[config.mk]
export PLATFORM = sky130hd
export DESIGN_NAME = cruise_speed_limiter
export DESIGN_NICKNAME = d
export VERILOG_FILES = /design/src/csl_pkg.sv /design/src/csl_step.sv /design/src/cruise_speed_limiter.sv
export SDC_FILE = /design/constraint.sdc
export NUM_CORES = 2
export LEC_CHECK = 0
export BUFFER_PORTS_ARGS = -buffer_cell sky130_fd_sc_hd__clkbuf_2
export CAP_MARGIN = 15
export CORE_ASPECT_RATIO = 0.6
export CORE_UTILIZATION = 40
export DETAILED_ROUTE_END_ITERATION = 16
export PLACE_DENSITY = 0.61
export SYNTH_ARGS = -nofsm -noshare
export SYNTH_HDL_FRONTEND = slang
export SYNTH_SLANG_ARGS = --single-unit
[constraint.sdc]
create_clock -name clock -period 40.5 [get_ports clock]
set_input_delay 0 -clock clock [delete_from_list [all_inputs] [get_ports clock]]
set_output_delay 0 -clock clock [all_outputs]
set_load 0.1 [all_outputs]
[src/csl_pkg.sv]
// ----------------------------------------------------------------------------
// csl_pkg
// Shared types and constants of the cruise speed limiter: event codes,
// register indexes, Q16.16 limits and the state, register and result structs.
// ----------------------------------------------------------------------------
package csl_pkg;

   // event codes
   localparam logic [3:0] ACT_ACCEL      = 4'd0;
   localparam logic [3:0] ACT_BRAKE      = 4'd1;
   localparam logic [3:0] ACT_CRUISE_ON  = 4'd2;
   localparam logic [3:0] ACT_CRUISE_OFF = 4'd3;
   localparam logic [3:0] ACT_UP         = 4'd4;
   localparam logic [3:0] ACT_DOWN       = 4'd5;
   localparam logic [3:0] ACT_ACTIVATE   = 4'd6;
   localparam logic [3:0] ACT_DEACTIVATE = 4'd7;

   // register indexes
   localparam logic [1:0] CSR_TIME_STEP   = 2'd0;
   localparam logic [1:0] CSR_TARGET_STEP = 2'd1;
   localparam logic [1:0] CSR_BRAKE_DECEL = 2'd2;
   localparam logic [1:0] CSR_OVERSPEED   = 2'd3;

   // register reset values
   localparam logic [15:0] TIME_STEP_RST   = 16'd1101;
   localparam logic [15:0] TARGET_STEP_RST = 16'd328;
   localparam logic [19:0] BRAKE_DECEL_RST = 20'd393216;
   localparam logic [22:0] OVERSPEED_RST   = 23'd2184533;

   localparam logic [22:0] SPEED_MAX      = 23'h7FFFFF;
   localparam logic [19:0] BRAKE_MAG_MAX  = 20'd524288;
   localparam logic [23:0] TARGET_NONE    = 24'hFF0000;

   typedef struct packed {
      logic [22:0]        speed;
      logic signed [19:0] accel;
      logic [22:0]        target;
      logic               brake_latched;
      logic               cruise_on;
      logic               cruise_active;
   } state_type;

   typedef struct packed {
      logic [15:0] time_step;
      logic [15:0] target_step;
      logic [19:0] brake_decel;
      logic [22:0] overspeed_limit;
   } csr_type;

   typedef struct packed {
      logic [22:0]        speed;
      logic signed [23:0] target;
      logic               cruise_on;
      logic               cruise_active;
      logic signed [19:0] accel_now;
      logic               overspeed;
   } result_type;

endpackage

[src/csl_step.sv]
// ----------------------------------------------------------------------------
// csl_step
// Next state and result for one vehicle event: event decode, target and flag
// update, then one multiply-add speed integration with floor, ceiling and cap.
// ----------------------------------------------------------------------------
module csl_step (
   input  csl_pkg::state_type  state,
   input  csl_pkg::csr_type    csr,
   input  logic [3:0]          action,
   input  logic signed [19:0]  accel_value,
   output csl_pkg::state_type  state_next,
   output csl_pkg::result_type result
);
   import csl_pkg::*;

   state_type          upd;
   logic [19:0]        brake_mag;
   logic [23:0]        target_up;
   logic signed [36:0] product;
   logic signed [36:0] rounded;
   logic signed [20:0] delta;
   logic signed [24:0] speed_sum;
   logic [22:0]        speed_clamped;
   logic [22:0]        speed_new;

   assign brake_mag = (csr.brake_decel > BRAKE_MAG_MAX) ? BRAKE_MAG_MAX : csr.brake_decel;
   assign target_up = {1'b0, state.target} + {8'd0, csr.target_step};

   always_comb begin
      upd = state;
      if (action != ACT_ACCEL) begin
         upd.brake_latched = 1'b0;
      end
      unique case (action)
         ACT_ACCEL: begin
            if (!state.brake_latched) begin
               upd.accel = accel_value;
            end
         end
         ACT_BRAKE: begin
            upd.brake_latched = 1'b1;
            upd.accel         = -$signed(brake_mag);
            upd.cruise_active = 1'b0;
         end
         ACT_CRUISE_ON: begin
            upd.cruise_on = 1'b1;
            upd.target    = state.speed;
         end
         ACT_CRUISE_OFF: begin
            upd.cruise_on = 1'b0;
            upd.target    = '0;
         end
         ACT_UP: begin
            if (state.cruise_on) begin
               upd.target = target_up[23] ? SPEED_MAX : target_up[22:0];
            end
         end
         ACT_DOWN: begin
            if (state.cruise_on) begin
               upd.target = (state.target > {7'd0, csr.target_step}) ?
                            state.target - {7'd0, csr.target_step} : '0;
            end
         end
         ACT_ACTIVATE: begin
            if (state.cruise_on) begin
               upd.cruise_active = 1'b1;
            end
         end
         ACT_DEACTIVATE: begin
            if (state.cruise_on) begin
               upd.cruise_active = 1'b0;
            end
         end
         default: begin
         end
      endcase
   end

   // Q16.32 product rounded half up to Q16.16
   assign product   = upd.accel * $signed({1'b0, csr.time_step});
   assign rounded   = product + 37'sd32768;
   assign delta     = rounded[36:16];
   assign speed_sum = $signed({2'b00, state.speed}) + {{4{delta[20]}}, delta};

   always_comb begin
      if (speed_sum[24]) begin
         speed_clamped = '0;
      end else if (speed_sum[23]) begin
         speed_clamped = SPEED_MAX;
      end else begin
         speed_clamped = speed_sum[22:0];
      end
      if (upd.cruise_on && upd.cruise_active && (speed_clamped > upd.target)) begin
         speed_new = upd.target;
      end else begin
         speed_new = speed_clamped;
      end
   end

   always_comb begin
      state_next       = upd;
      state_next.speed = speed_new;
   end

   assign result.speed         = speed_new;
   assign result.target        = upd.cruise_on ? $signed({1'b0, upd.target}) : TARGET_NONE;
   assign result.cruise_on     = upd.cruise_on;
   assign result.cruise_active = upd.cruise_active;
   assign result.accel_now     = upd.accel;
   assign result.overspeed     = speed_new > csr.overspeed_limit;

endmodule

[src/cruise_speed_limiter.sv]
// ----------------------------------------------------------------------------
// cruise_speed_limiter
// Vehicle speed integrator with brake latch and cruise speed capping.
// ----------------------------------------------------------------------------
// One event word is taken per clock while the result side keeps taking words,
// and each gives one result word: the event lands in an input register, then
// one pass of decode and a single 20x17 multiply-add with clamps writes the
// state and the result register together, so the next event sees the updated
// state straight away. The user must write registers through the csr port
// only while the block is idle; the block itself does not enforce this.
// ----------------------------------------------------------------------------
module cruise_speed_limiter (
   input  logic               clock,
   input  logic               reset,
   input  logic               csr_we,
   input  logic [1:0]         csr_index,
   input  logic [22:0]        csr_wdata,
   input  logic               req_valid,
   output logic               req_ready,
   input  logic [3:0]         req_action,
   input  logic signed [19:0] req_accel_value,
   output logic               rsp_valid,
   input  logic               rsp_ready,
   output logic [22:0]        rsp_speed,
   output logic signed [23:0] rsp_target,
   output logic               rsp_cruise_on,
   output logic               rsp_cruise_active,
   output logic signed [19:0] rsp_accel_now,
   output logic               rsp_overspeed
);
   import csl_pkg::*;

   csr_type            csr_ff;
   state_type          state_ff;
   state_type          state_in;
   result_type         result_in;
   result_type         result_ff;
   logic               in_valid_ff;
   logic [3:0]         action_ff;
   logic signed [19:0] accel_ff;
   logic               rsp_valid_ff;
   logic               advance;

   assign advance   = in_valid_ff && (!rsp_valid_ff || rsp_ready);
   assign req_ready = !in_valid_ff || advance;

   csl_step u_step (
      .state       (state_ff),
      .csr         (csr_ff),
      .action      (action_ff),
      .accel_value (accel_ff),
      .state_next  (state_in),
      .result      (result_in)
   );

   always_ff @(posedge clock) begin
      if (reset) begin
         csr_ff.time_step       <= TIME_STEP_RST;
         csr_ff.target_step     <= TARGET_STEP_RST;
         csr_ff.brake_decel     <= BRAKE_DECEL_RST;
         csr_ff.overspeed_limit <= OVERSPEED_RST;
      end else if (csr_we) begin
         unique case (csr_index)
            CSR_TIME_STEP:   csr_ff.time_step       <= csr_wdata[15:0];
            CSR_TARGET_STEP: csr_ff.target_step     <= csr_wdata[15:0];
            CSR_BRAKE_DECEL: csr_ff.brake_decel     <= csr_wdata[19:0];
            CSR_OVERSPEED:   csr_ff.overspeed_limit <= csr_wdata;
            default: begin
            end
         endcase
      end
   end

   // input register
   always_ff @(posedge clock) begin
      if (reset) begin
         in_valid_ff <= 1'b0;
      end else if (req_ready) begin
         in_valid_ff <= req_valid;
      end
      if (req_valid && req_ready) begin
         action_ff <= req_action;
         accel_ff  <= req_accel_value;
      end
   end

   // state and result register move together
   always_ff @(posedge clock) begin
      if (reset) begin
         state_ff     <= '0;
         rsp_valid_ff <= 1'b0;
      end else begin
         if (advance) begin
            state_ff     <= state_in;
            rsp_valid_ff <= 1'b1;
         end else if (rsp_ready) begin
            rsp_valid_ff <= 1'b0;
         end
      end
      if (advance) begin
         result_ff <= result_in;
      end
   end

   assign rsp_valid         = rsp_valid_ff;
   assign rsp_speed         = result_ff.speed;
   assign rsp_target        = result_ff.target;
   assign rsp_cruise_on     = result_ff.cruise_on;
   assign rsp_cruise_active = result_ff.cruise_active;
   assign rsp_accel_now     = result_ff.accel_now;
   assign rsp_overspeed     = result_ff.overspeed;

endmodule

==> flow_metrics.tcl <==
set metrics [dict create \
    avgSynthCellArea_um2 8.668 \
    root_cell_of_the_clock_tree "clkbuf_16" \
    critPathBufInv 6 \
    preCtsSetupSlack_ns 23.48 \
    slowest_cp_cell "mux2i_1" \
    rr_worst_depth 57 \
    tot_gr_track_use_pct 26.97 \
    clk-insertion-delay-late_ns 0.61 \
    clock_skew_ns 0.02309 \
    critPathLaunchType "flop" \
    worstSetupPathDepth 57 \
    cts.reportedPaths.clkPinSlew_ns 0.07 \
    power_report.internal_total_mw 0.8078 \
    p_sw_share_pct 52.60 \
    die_area_mm2 0.07013 \
    power.clock.fraction_pct 16.8 \
    dp.final_hpwl_mm 72.63 \
    clk_path_buf_depth 3 \
    first_iter_violations 2696 \
    timing.max_cap.violations 0 \
    ratio_of_cells_with_drive_above_1_in_the_final_layout_pct 9.538 \
    grt_total_ovfl 0 \
    power.static_leakage_nw 13.94 \
    crit_required_ns 40.84 \
    setup_crit_end "rsp_overspeed" \
    area_growth_syn_to_layout_pct 10.89 \
    timing.critical_path.to_type "flop" \
    power_frac_seq_pct 18.2 \
    synth_edf_count 94 \
    io_pins 126 \
    setup_violations 0 \
    most_common_cell_type_on_the_critical_path "a21oi_1" \
    worst-path-max-fanout 33 \
    place_congestion 1.016 \
    power.ir.vdd_worst_v 0.00005769 \
    postCtsResizedCells 0 \
    via_per_inst 5.484 \
    critical_path.max_stage_delay_ns 0.93 \
    timing.fmax_mhz 57.20 \
    critical_path.reg2reg.endpoint "rsp_overspeed" \
    async_flop_share_pct 0 \
    die_h_um 205.5 \
    cp-startpoint "csr_ff[25]" \
    drc_errors 0 \
    avgRoutedWirePerCell_um 22.19 \
    period_needed_ns 17.48 \
    place.port_buffers 125 \
    wire_length_of_the_first_global_routing_pass_mm 142.2 \
    ff_latch_count_synth 240 \
    p_sw_mw 0.8965 \
    synth_warnings 0 \
    timing.max_slew.rel_slack_pct 19.43 \
    final_net_count 3873 \
    grt_start_max_net_pins 82 \
    post_synthesis_instance_area_mm2 0.02762 \
    yosysUniqueCellTypes 117 \
    family_with_the_most_delay_on_the_worst_path "compound AO/OA/AOI/OAI gates" \
    hold_ws_ns 0.03126 \
    tritoncts_clock_tree "yes" \
    antenna_violating_nets_left 0 \
    dr.pass1.iters 6 \
    leading_register_cell_type_out_of_synthesis "dfxtp_1" \
    r2r_slack_ns 23.02 \
    r2r_start "csr_ff[25]" \
    die_w_um 341.2 \
    mappedNetlistNets 3767 \
    worstPathArrival_ns 17.82 \
    design.core.area_mm2 0.06815 \
    tritoncts_num_sinks 240 \
    final_hold_viol_count 0 \
    fin_ws_ns 23.02 \
    placement_rows 74 \
    antenna_found_initial 2 \
    wl_mm 93.78 \
    tritoncts.num_buffers 27 \
    power.share.combinational_pct 65.1 \
    p_per_area_mw_per_mm2 55.65 \
    unrepaired_setup_endpoints_after_global_routing "false" \
    total_power_mw 1.704 \
    fin_tns_setup_ns 0 \
    synth_sequential_area_ratio_pct 20.81 \
    timing_max_transition_violations_final 0 \
    crit_type "reg2reg" \
    final.period_utilization_pct 43.17 \
    cts_max_level 1 \
    start_util_pct 40.52 \
    hp-class "in2reg" \
    netlist_instances 3186 \
    routed-via-count 23182 \
    outcome "finished, final reports clean" \
    via_count_of_the_first_global_routing_pass 22521 \
    worst_pin_slew_ns 1.198 \
]
per-layer routing:
metal | track usage [%] | share of wire [%] | up-vias
li1 | - | - | 10677
met1 | 42.09 | 48 | 11271
met2 | 33.81 | 36 | 1138
met3 | 10.84 | 14 | 90
met4 | 4.068 | 1.5 | 6
met5 | 3.264 | 0.35 | -
state kept, by name (all words and copies together) (netlist names):
name / count
rsp_valid: 1
rsp_target: 24
rsp_accel_now: 20
rsp_cruise_on: 1
rsp_overspeed: 1
in_valid_ff: 1
action_ff: 4
state_ff: 69
csr_ff: 75
rsp_cruise_active: 1
accel_ff: 20
rsp_speed: 23
Yosys cell counts, drive strengths merged, types with 28 or more instances:
cell / number / share of area [%]
dfxtp: 146 / 11
nor3: 53 / 0.98
nand2: 375 / 5.1
xnor2: 63 / 2.0
ha: 210 / 9.5
nor2: 215 / 2.9
o21ai: 90 / 1.7
a211oi: 28 / 0.76
nand3: 35 / 0.67
inv: 490 / 6.7
clkbuf: 105 / 1.5
edfxtp: 94 / 10
a21o: 30 / 0.82
and2: 231 / 5.2
o21a: 30 / 0.82
fa: 317 / 23
buf: 58 / 1.4
a21oi: 208 / 3.9
how the worst min path moves through the flow:
stage                     depth (start not counted)          startpoint           to
after detailed placement                          1  req_accel_value[3]  accel_ff[3]
after global placement                            1  req_accel_value[3]  accel_ff[3]
after floorplan                                   0  req_accel_value[0]  accel_ff[0]
final                                             6              csr_we   csr_ff[39]
after global routing                              6              csr_we   csr_ff[39]
after CTS                                         6              csr_we   csr_ff[27]
placed cells by master, fill, tap and decap left out, types with 15 or more instances in the layout:
cell / count
nor3_1: 52
edfxtp_1: 94
nand2b_1: 17
or2_2: 16
a21oi_1: 200
a211oi_1: 28
fa_1: 317
o21ai_1: 15
nand2_1: 374
and3_1: 15
clkbuf_16: 27
o21a_1: 30
dfxtp_1: 146
and2_1: 231
nand4_1: 17
nor2b_1: 19
ha_1: 210
nor2_1: 213
inv_1: 488
nand3_1: 33
a211o_1: 15
a31oi_1: 16
buf_4: 63
xnor2_1: 62
a311oi_1: 19
clkbuf_2: 124
o31ai_1: 25
nand3b_1: 15
a21o_1: 30
dlygate4sd3_1: 56
o21ai_0: 73
xor2_1: 23
layout make-up:
class                           count  area [µm²]
Inverter                          492        1852
Antenna cell                        2       5.005
Tap cell                          912        1141
Clock inverter                     22       310.3
Clock buffer                       28       689.4
Fill cell                        6770       37520
Sequential cell                   240        5746
Timing Repair Buffer              243        1654
Multi-Input combinational cell   2288       19230
worst reg2reg max path: cells and delay by family (launching register included):
family | cells | cell delay (ns)
simple gates | 13 | 2.72
compound gates | 25 | 7.95
fa+ha+maj | 11 | 4.66
buf+inv | 6 | 0.47
xor+xnor | 1 | 0.12
mux | 1 | 0.95
flops | 1 | 0.38
timing repair:
item                      4_1_cts  5_1_grt
buffers inserted                0        0
hold endpoints to repair      114        0
hold buffers                   56        0
cell families (layout without fill, tap and decap cells):
logic type	after synthesis	count (layout)	share of synthesized area [%]
compound gates	609	609	15.16
xor+xnor	86	86	2.755
fa+ha+maj	532	532	32.68
buf+inv	658	785	9.705
flops	240	240	20.81
mux	7	7	0.2583
other cells	0	2	0
simple gates	1054	1054	18.64
per-stage QoR:
stage	utilization, %	std cells	cell area, µm²
3_3_place_gp	42.64	4119	29060
2_1_floorplan	-	3186	27620
5_1_grt	44.93	4225	30620
4_1_cts	44.93	4225	30620
3_5_place_dp	42.64	4119	29060
6_report	44.94	4227	30620
power by group through the flow:
stage / logic, mW / clock network (mW) / registers [mW]
global placement: 1.05 / 0 / 0.314
global route: 1.19 / 0.298 / 0.311
CTS: 1.06 / 0.289 / 0.309
finish: 1.11 / 0.285 / 0.310
floorplan: 0.651 / 0 / 0.393
detailed placement: 1.05 / 0 / 0.314
Power figures use the tool's default switching activity.
